--- src/min_coin_change_macros.svh ---
// Assertion macros for the coin change RTL.
// Sampled on clk, disabled while rst is high; empty for synthesis.
`ifndef MIN_COIN_CHANGE_MACROS_SVH
`define MIN_COIN_CHANGE_MACROS_SVH

`ifndef SYNTHESIS

// Condition must hold at every edge.
`define MCC_CHECK(lbl, cond) \
  lbl: assert property (@(posedge clk) disable iff (rst) (cond)) \
    else $error("coin change assertion failed");

// Same-cycle implication.
`define MCC_IMPLY(lbl, ante, cons) \
  lbl: assert property (@(posedge clk) disable iff (rst) (ante) |-> (cons)) \
    else $error("coin change implication failed");

// Next-cycle implication.
`define MCC_NEXT(lbl, ante, cons) \
  lbl: assert property (@(posedge clk) disable iff (rst) (ante) |=> (cons)) \
    else $error("coin change next-cycle check failed");

`else

`define MCC_CHECK(lbl, cond)
`define MCC_IMPLY(lbl, ante, cons)
`define MCC_NEXT(lbl, ante, cons)

`endif

`endif

--- src/mcc_pkg.sv ---
// Shared types and constants for the coin change block.
// No dependencies; imported by the interfaces and all modules.
package mcc_pkg;

  localparam int AMOUNT_W  = 10;
  localparam int TOTAL_W   = 10;
  localparam int COIN_W    = 10;
  localparam int CNT_W     = 3;
  localparam int ENTRY_W   = 11;
  localparam int CFG_IDX_W = 3;
  localparam int COIN_REGS = 4;
  localparam int COIN_IDX_W = 2;

  localparam logic [ENTRY_W-1:0] UNREACHABLE = 11'h7FF;

  // register indexes
  localparam logic [CFG_IDX_W-1:0] CFG_COIN_COUNT   = 3'd0;
  localparam logic [CFG_IDX_W-1:0] CFG_COIN_VALUE_0 = 3'd1;
  localparam logic [CFG_IDX_W-1:0] CFG_COIN_VALUE_1 = 3'd2;
  localparam logic [CFG_IDX_W-1:0] CFG_COIN_VALUE_2 = 3'd3;
  localparam logic [CFG_IDX_W-1:0] CFG_COIN_VALUE_3 = 3'd4;

  // reset values of the registers
  localparam logic [CNT_W-1:0]  RST_COIN_COUNT   = 3'd4;
  localparam logic [COIN_W-1:0] RST_COIN_VALUE_0 = 10'd1;
  localparam logic [COIN_W-1:0] RST_COIN_VALUE_1 = 10'd3;
  localparam logic [COIN_W-1:0] RST_COIN_VALUE_2 = 10'd7;
  localparam logic [COIN_W-1:0] RST_COIN_VALUE_3 = 10'd10;

  typedef enum logic [1:0] {
    ST_IDLE,
    ST_SCAN,
    ST_FLUSH,
    ST_DONE
  } mcc_state_t;

  typedef struct packed {
    logic load;   // latch a new request
    logic scan;   // issue one table read for the current coin
    logic flush;  // write the finished entry, step the amount
    logic emit;   // load the result register
  } mcc_cmd_t;

  typedef struct packed {
    logic trivial;      // incoming amount is zero or beyond the table
    logic last_coin;
    logic last_amount;
    logic out_busy;     // result register full and stalled
  } mcc_status_t;

endpackage

--- src/mcc_ctrl.sv ---
// Sequencer for the coin change table fill.
// Depends on mcc_pkg; drives mcc_datapath through mcc_cmd_t.
module mcc_ctrl import mcc_pkg::*; (
  input  logic        clk,
  input  logic        rst,
  input  logic        req_valid,
  output logic        req_ready,
  input  mcc_status_t status,
  output mcc_cmd_t    cmd
);

  mcc_state_t state, state_next;

  always_ff @(posedge clk) begin
    if (rst) begin
      state <= ST_IDLE;
    end else begin
      state <= state_next;
    end
  end

  always_comb begin
    state_next = state;
    cmd        = '0;
    req_ready  = 1'b0;
    unique case (state)
      ST_IDLE: begin
        req_ready = 1'b1;
        if (req_valid) begin
          cmd.load   = 1'b1;
          state_next = status.trivial ? ST_DONE : ST_SCAN;
        end
      end
      ST_SCAN: begin
        cmd.scan = 1'b1;
        if (status.last_coin) begin
          state_next = ST_FLUSH;
        end
      end
      ST_FLUSH: begin
        cmd.flush  = 1'b1;
        state_next = status.last_amount ? ST_DONE : ST_SCAN;
      end
      ST_DONE: begin
        if (!status.out_busy) begin
          cmd.emit   = 1'b1;
          state_next = ST_IDLE;
        end
      end
      default: state_next = ST_IDLE;
    endcase
  end

endmodule

--- config.mk ---
export PLATFORM = sky130hd
export DESIGN_NAME = mcc_ctrl
export DESIGN_NICKNAME = d
export VERILOG_FILES = /design/src/min_coin_change_macros.svh /design/src/mcc_pkg.sv /design/src/mcc_ctrl.sv
export SDC_FILE = /design/constraint.sdc
export NUM_CORES = 1
export LEC_CHECK = 0
export BUFFER_PORTS_ARGS = -buffer_cell sky130_fd_sc_hd__buf_2
export CAP_MARGIN = 20
export CORE_AREA = 5 5 42 44
export CTS_CLUSTER_DIAMETER = 50
export DETAILED_ROUTE_END_ITERATION = 10
export DIE_AREA = 0 0 47 49
export GPL_ROUTABILITY_DRIVEN = 0
export GPL_TIMING_DRIVEN = 1
export PLACE_DENSITY_LB_ADDON = 0.3
export SYNTH_ARGS = -nofsm -noshare
export SYNTH_HDL_FRONTEND = slang
export SYNTH_SLANG_ARGS = --single-unit
--- constraint.sdc ---
create_clock -name clk -period 2.12 [get_ports clk]
set_input_delay 0 -clock clk [delete_from_list [all_inputs] [get_ports clk]]
set_output_delay 0 -clock clk [all_outputs]
set_load 0.02 [all_outputs]
==> results of run 1 <==
power by group through the flow:
stage                     clock network, mW  logic, mW  registers (mW)
after floorplan                           0     0.0494          0.0479
after global placement                    0     0.0615          0.0534
after detailed placement                  0     0.0601          0.0537
after CTS                            0.0884     0.0619          0.0534
after global routing                 0.0922     0.0680          0.0557
final                                0.0811     0.0609          0.0535
per-layer routing:
layer | global-route usage | vias to the layer above
met5 | 0 | -
met1 | 0.0613 | 61
met3 | 0.0664 | 0
met4 | 0 | 0
li1 | - | 88
met2 | 0.0475 | 11
worst reg2reg max path, stage by stage, from the launching register on:
cell and delay (ns):
dfxtp_1 0.46, nor2_2 0.07, a211o_1 0.26, a21oi_1 0.13
metrics by stage:
stage	area (um2)	hold slack, ns	std cells	setup WS [ns]
2_1_floorplan	139	0.0691	17	1.11
3_3_place_gp	203	0.189	43	1.15
3_5_place_dp	203	0.179	43	1.14
4_1_cts	235	0.0735	47	0.989
5_1_grt	235	0.0812	47	0.865
6_report	235	0.0753	47	0.997
area by class of cell:
| type | instances | area share |
|---|---|---|
| Multi-Input combinational cell | 13 | 0.356 |
| Timing Repair Buffer | 12 | 0.277 |
| Tap cell | 16 | 0.0851 |
| Sequential cell | 2 | 0.170 |
| Clock buffer | 3 | 0.0957 |
| Inverter | 1 | 0.0160 |
kinds of logic after synthesis:
group,count (synthesis)
AND/OR/NAND/NOR,7
AO/OA/AOI/OAI,5
flip-flops,2
buffers and inverters,2
multiplexers,1
cell usage in the layout (no fill, tap or decap):
master and instances:
buf_2 11, clkbuf_4 3, nor2_1 2, a21oi_1 2, dfxtp_1 2, and2b_2 1, inv_2 1, nor3b_1 1
and2_1 1, o21ai_1 1, nor2_2 1, a211o_1 1, nand3_1 1, mux2i_1 1, a221oi_1 1, dlygate4sd3_1 1
worst max path at each step:
stage / to / slack (ns) / cells past startpoint
3_5_place_dp: state[0] / 1.14 / 3
2_1_floorplan: cmd[3] / 1.11 / 3
3_3_place_gp: state[0] / 1.15 / 3
5_1_grt: cmd[0] / 0.87 / 3
4_1_cts: cmd[0] / 0.99 / 3
6_report: cmd[0] / 1.0 / 3
==> flow_summary.ini, run 1 <==
[logic_synthesis]
synth.ff_latch_count = 2
yosysTopAreaCellShare = 0.288
synth_cells = 17
synthXorXnorAreaFrac = 0
synthSimpleGateAreaFrac = 0.297
synth_top_family_by_area = simple AND/OR/NAND/NOR gates
synth_compound_area_frac = 0.234
yosysTopAreaCell = dfxtp_1
ys_async_sr_fraction = 0
synth.cell_area_um2 = 139
netlist_top_cells_count = 2 x a21oi_1, 2 x dfxtp_1, 2 x nor2_1
synthFlopType = dfxtp_1
syn-mean-instance-area_um2 = 8.17
synthMuxAreaShare = 0.0721
synth_fa_ha_area_frac = 0
syn-num-nets = 24
synth_warnings = 0
ys_top_cells_by_area = dfxtp_1 29%, buf_6 8.1%, a21oi_1 7.2%
synth_edf_count = 0
yosysSeqAreaShare = 0.288
ys_types = 14

[clock_network]
cts_tree = built
hold_buffers = 1
clockBufferDepth = 2
clock_latency_ns = 0.22
post_cts_buffers = 0
clkTransAtPathRegs_ns = 0.03
cts_sinks = 2
cts_root_buf = clkbuf_4
cts_max_level = 1
cts_resized = 0
numCtsBuffers = 3

[critical_path]
path_class = flip-flop to primary output
max_stage_delay_ns = 0.46
worst-r2r-setup-slack_ns = 1.13
crit_start = state[0]
cp.buffers_inverters = 2
critPathTopFamily = flip-flops
worstSetupStartpointType = flip-flop
timing.rr.start = state[0]
cp.arrival_ns = 1.12
critical_path.max_fanout = 7
worstPathCellList = inv_2 -> nor3b_1 -> buf_2
endpoint_kind = primary output
critical_path_required_ns = 2.12
ff2ff_path_depth = 3
regToRegEndpoint = state[0]
slowest_stage = dfxtp_1

[min_path]
min_path_type = input port to flip-flop
min_path_cells = 3
hold-path-endpoint = state[1]
holdCritStartpoint = status[3]

[die]
ios = 12
start_util = 0.0991
rows = 14
die_w_um = 47
fp.dieH_um = 49
fp.dieArea_um2 = 2300
core-area_um2 = 1400

[cells_and_area]
largest_register_ffs = 2
nFillCells = 172
multi_input_area_um2 = 83.8
final_util = 0.168
reg_top3 = state: 2 flops
drive_gt1_frac = 0.548
top_register = state
syn_to_final_growth_pct = 69.4
final-seq-area_um2 = 40.0
nets = 40
diodes = 0

[sta]
hold_viol_final = 0
tightest_slew_ns = 0.271
tns_ns = 0
rsz0062_at_grt = no
skew_ns = 0.00286
slew_violations = 0
fin_crit_ns = 1.12
finalSetupViolCount = 0
max_freq_mhz = 890
min_period_over_period = 0.530
slew_headroom = 0.819

[route]
wl_met3_um = 79
avgRoutedWirePerCell_um = 8.70
wl_um = 409
vias = 160
ant_nets = 0
highest_layer = met3
drt_pass1_iterations = 2
avgViaCountPerCell = 3.40
wl_met1_um = 226
dr.first_iter.drc_count = 4
met2_length_um = 103
route.detailed.drc = 0

[global_route]
grtUsageTotal = 0.0471
antenna_found_initial = 0
gr-total-overflow = 0
grt_pass1_wl_um = 759
grt_start_max_net_pins = 9
first_global_vias = 173

[power_and_ir_drop]
ir_drop_uv = 355
fin_total_pwr_mw = 0.196
intPower_mw = 0.133
seq_power_share = 0.274
total_leakage_power_nw = 0.116
total_switching_power_mw = 0.0622
power.density_nw_per_um2 = 831
clock_power_share = 0.415
p_sw_frac = 0.318
p_comb_frac = 0.312

[status]
status = completed

[place]
place.port_buffers = 11

[flow_run]
maxCapViolations = 0
(Power assumes the default switching activity.)
==> inputs of run 2 (changes only) <==
--- a/config.mk
+++ b/config.mk
@@ -5,6 +5,7 @@
 export SDC_FILE = /design/constraint.sdc
 export NUM_CORES = 1
 export LEC_CHECK = 0
+export ABC_AREA = 1
 export BUFFER_PORTS_ARGS = -buffer_cell sky130_fd_sc_hd__buf_2
 export CAP_MARGIN = 20
 export CORE_AREA = 5 5 42 44
==> constraint.sdc (replaced) <==
create_clock -name clk -period 0.9 [get_ports clk]
set_input_delay 0 -clock clk [delete_from_list [all_inputs] [get_ports clk]]
set_output_delay 0 -clock clk [all_outputs]
set_load 0.02 [all_outputs]
==> flow_summary.ini, run 2 <==
[status]
status = complete, but fails checks
violations = setup timing

[cells_and_area]
syn_to_final_growth_pct = 153
diodes = 0
largest_register_ffs = 2
nets = 55
final_common_cell = buf_6
top_register = state
final_util = 0.296
drive_gt1_frac = 0.848
final_cell_mix = 8 x buf_6, 6 x buf_2, 5 x nand3_2, 4 x buf_4
reg_top3 = state: 2 flops
final_cells = 62

[critical_path]
critical_path_required_ns = 0.90
cp.arrival_ns = 0.96
endpoint_kind = primary output
critical_path.max_fanout = 4
worstSetupStartpointType = flip-flop
path_class = flip-flop to primary output

[clock_network]
cts_tree = built
cts_sinks = 2
cts_root_buf = clkbuf_4
clock_latency_ns = 0.22
cts_max_level = 1
numCtsBuffers = 3
clkTransAtPathRegs_ns = 0.03
clockBufferDepth = 2

[global_route]
gr-total-overflow = 0
grt.busiest_layer = met2
grt_start_max_net_pins = 7
antenna_found_initial = 0
gr-usage-met3 = 0.0221
globalRouteMet1Util = 0.0501
grtUsageTotal = 0.0590
grt_pass1_wl_um = 890
first_global_vias = 247
use_met2 = 0.0837

[sta]
tightest_slew_ns = 0.120
min_period_over_period = 1.07
finalSetupViolCount = 6
hold_viol_final = 0
slew_violations = 0
rsz0062_at_grt = yes
fin_crit_ns = 0.963
slew_headroom = 0.920
skew_ns = 0.00221
max_freq_mhz = 1040
setup_slack_ns = -0.0627
tns_ns = -0.186

[route]
ant_nets = 0
drt_pass1_iterations = 4
wl_um = 504
route.detailed.drc = 0
dr.first_iter.drc_count = 3
vias = 237
avgViaCountPerCell = 3.82
avgRoutedWirePerCell_um = 8.13

[logic_synthesis]
synth_edf_count = 0
netlist_top_cells_count = 7 x nand3_1, 5 x inv_1, 3 x nand2_1, 3 x nor2_1
synth.cell_area_um2 = 164
yosysTopAreaCell = dfxtp_1
ys_top_cells_by_area = dfxtp_1 24%, nand3_1 21%, inv_1 11%
synthFlopType = dfxtp_1
syn-num-nets = 33
yosysSeqAreaShare = 0.244
ys_types = 10
synth_cells = 26
synth_warnings = 0
synth.ff_latch_count = 2
yosysMostFrequentCell = nand3_1
ys_async_sr_fraction = 0
yosysTopAreaCellShare = 0.244
syn-mean-instance-area_um2 = 6.30

[power_and_ir_drop]
fin_total_pwr_mw = 0.733
power.density_nw_per_um2 = 1770
ir_drop_uv = 607
total_leakage_power_nw = 0.217

[flow_run]
maxCapViolations = 0

[die]
die_w_um = 47
start_util = 0.117
ios = 12
fp.dieH_um = 49
fp.dieArea_um2 = 2300
rows = 14
core-area_um2 = 1400

[place]
dp_cells = 57
place.port_buffers = 11
pre_cts_slack_ns = -0.0933

[min_path]
min_path_type = input port to flip-flop
## run 2: cell count changes after synthesis, sizes merged, moves of 2 or more
cell,delta
nand3,+6
nand2,+3
a21oi,-2
inv,+5
nor3,+2
## run 2: cell type report
type                    count  area [um2]
clock buffers               3        22.5
fillers                   162         987
inverters                   6        25.0
multi-input cells          17         149
flip-flops and latches      2        47.5
well taps                  16        20.0
repair buffers             18         150
## run 2: where the power goes
part | switching [mW] | total, mW | internal (mW)
sequential | 0.0352 | 0.145 | 0.109
clock | 0.0459 | 0.193 | 0.147
combinational | 0.178 | 0.395 | 0.217
## run 2: kinds of logic after synthesis
family,synth area share
simple gates,0.550
buf+inv,0.206
flops,0.244
## run 2: through the flow
stage	cell area (um2)	hold slack, ns
2_1_floorplan	171	0.0513
5_1_grt	414	0.0637
3_3_place_gp	273	0.280
6_report	414	0.0282
3_5_place_dp	273	0.278
4_1_cts	390	0.0286
## run 2: worst paths after layout
kind	cells past startpoint	startpoint	end	slack [ns]
worst max-delay path	5	state[1]	cmd[2]	-0.06
worst min-delay path	4	rst	state[0]	0.03
worst max register to register	6	state[1]	state[1]	-0.02
worst min register to register	4	state[1]	state[0]	0.66
## run 2: worst max-delay path: stages, from the launching register on
cell and delay [ns]:
dfxtp_4 0.36, inv_4 0.08, nand2_2 0.06, buf_6 0.11, inv_2 0.04, buf_6 0.10
## run 2: repair_timing
item | in CTS | in global routing
pin swaps | 3 | 4
hold buffers | 0 | 0
setup endpoints to repair | 7 | 7
setup buffers | 3 | 0
gates resized for setup | 25 | 6
cloned | 0 | 0
## run 2: metal layers
metal,routed length [um],part of all wire
met1,176,0.35
met2,301,0.60
met3,25,0.050
met4,0,0
met5,0,0
==> inputs of run 3 (changes only) <==
--- a/config.mk
+++ b/config.mk
@@ -8,13 +8,12 @@
 export ABC_AREA = 1
 export BUFFER_PORTS_ARGS = -buffer_cell sky130_fd_sc_hd__buf_2
 export CAP_MARGIN = 20
-export CORE_AREA = 5 5 42 44
+export CORE_AREA = 3 3 40 42
 export CTS_CLUSTER_DIAMETER = 50
 export DETAILED_ROUTE_END_ITERATION = 10
-export DIE_AREA = 0 0 47 49
+export DIE_AREA = 0 0 43 45
 export GPL_ROUTABILITY_DRIVEN = 0
 export GPL_TIMING_DRIVEN = 1
-export PLACE_DENSITY_LB_ADDON = 0.3
 export SYNTH_ARGS = -nofsm -noshare
 export SYNTH_HDL_FRONTEND = slang
 export SYNTH_SLANG_ARGS = --single-unit
==> flow_summary.ini, run 3 (synthesis results as in run 2) <==
[status]
status = complete, but fails checks
violations = setup timing

[clock_network]
cts_tree = built
cts_sinks = 2
clkTransAtPathRegs_ns = 0.03
hold_buffers = 0
clockBufferDepth = 2
numCtsBuffers = 3
cts_root_buf = clkbuf_4
cts_max_level = 1
clock_latency_ns = 0.23

[critical_path]
worstSetupStartpointType = flip-flop
cp.depth = 3
critPathTopFamily = flip-flops
cp.arrival_ns = 1.01
cp.buffers_inverters = 2
slowest_stage = dfxtp_4
ff2ff_path_depth = 6
max_stage_delay_ns = 0.36
endpoint_kind = primary output
worstPathCellList = buf_6 -> nor3_2 -> buf_4
critical_path_required_ns = 0.90
critical_path.max_fanout = 4
path_class = flip-flop to primary output

[global_route]
gr-total-overflow = 0
grt_start_max_net_pins = 7
grt_pass1_wl_um = 890
first_global_vias = 243
antenna_found_initial = 0
grtUsageTotal = 0.0690

[route]
drt_pass1_iterations = 2
avgViaCountPerCell = 3.84
route.detailed.drc = 0
ant_nets = 0
avgRoutedWirePerCell_um = 8.36
vias = 234
wl_um = 510
dr.first_iter.drc_count = 4

[place]
hpwl_um = 338
postPlaceCellArea_um2 = 272
place.port_buffers = 11

[power_and_ir_drop]
total_leakage_power_nw = 0.204
p_sw_frac = 0.352
ir_drop_uv = 589
power.density_nw_per_um2 = 1840
seq_power_share = 0.203
p_comb_frac = 0.508
intPower_mw = 0.451
clock_power_share = 0.289
total_switching_power_mw = 0.245

[die]
fp.dieArea_um2 = 1940
ios = 12
core-area_um2 = 1280
fp.dieH_um = 45
start_util = 0.128
rows = 13
die_w_um = 43

[sta]
tns_ns = -0.409
min_period_over_period = 1.13
max_freq_mhz = 987
tightest_slew_ns = 0.136
slew_headroom = 0.909
rsz0062_at_grt = yes
finalSetupViolCount = 6
slew_violations = 0
fin_crit_ns = 1.01
hold_viol_final = 0
skew_ns = 0.00103
setup_slack_ns = -0.114

[cells_and_area]
syn_to_final_growth_pct = 131
diodes = 0
reg_top3 = state: 2 flops
final_cell_mix = 6 x buf_2, 6 x buf_4, 6 x buf_6, 5 x nand3_1
top_register = state
drive_gt1_frac = 0.717
largest_register_ffs = 2
fin_area_um2 = 378
nFillCells = 146
nets = 55

[min_path]
min_path_type = input port to flip-flop
min_path_cells = 4

[flow_run]
maxCapViolations = 0
run 3: cell counts in the layout (fill, tap and decap cells not counted):
No cell type changed its count.
run 3: path summary, 6_finish.rpt:
kind,from,to,slack (ns)
max reg2reg,state[1],state[1],-0.02
min,rst,state[0],0.02
max,state[1],cmd[3],-0.11
min reg2reg,state[1],state[0],0.65
run 3: worst reg2reg max path, cell delays in order, from the launching register on:
cell,delay [ns]
dfxtp_4,0.38
inv_4,0.05
buf_6,0.11
nand3b_4,0.07
nand3_1,0.06
nor2_1,0.09
nor2_1,0.05
run 3: what timing repair did:
| action | 4_1_cts | 5_1_grt |
|---|---|---|
| endpoints found under the hold margin | 0 | 0 |
| setup endpoints to repair | 7 | 7 |
| buffers inserted | 2 | 0 |
| pin swaps | 2 | 1 |
| gates resized for setup | 22 | 0 |
run 3: final cells by class:
class	count	area, um2	area share
Inverter	6	25.0	0.0662
Tap cell	15	18.8	0.0497
Timing Repair Buffer	18	143	0.377
Multi-Input combinational cell	17	121	0.321
Clock buffer	3	22.5	0.0596
Sequential cell	2	47.5	0.126
run 3: routing by layer:
layer,share of wire,track usage,wire length [um]
met5,0,0,0
met4,0.020,0.0904,10
met3,0.10,0.0279,52
met2,0.54,0.114,275
met1,0.34,0.0552,172
run 3: power by group through the flow:
| stage | clock network, mW | registers, mW | logic (mW) |
|---|---|---|---|
| after floorplan | 0 | 0.120 | 0.163 |
| final | 0.201 | 0.142 | 0.354 |
| after global routing | 0.213 | 0.145 | 0.388 |
| after detailed placement | 0 | 0.133 | 0.248 |
| after global placement | 0 | 0.132 | 0.251 |
| after CTS | 0.213 | 0.142 | 0.356 |
run 3: metrics by stage:
step           hold WS (ns)  utilization  setup WS [ns]  power (mW)  instances
2_1_floorplan        0.0513            -        -0.0167       0.283         26
3_3_place_gp          0.278        0.211        -0.0770       0.382         56
3_5_place_dp          0.272        0.211        -0.0651       0.381         56
4_1_cts              0.0252        0.294         -0.112       0.711         61
5_1_grt              0.0628        0.294         -0.142       0.745         61
6_report             0.0245        0.294         -0.114       0.696         61
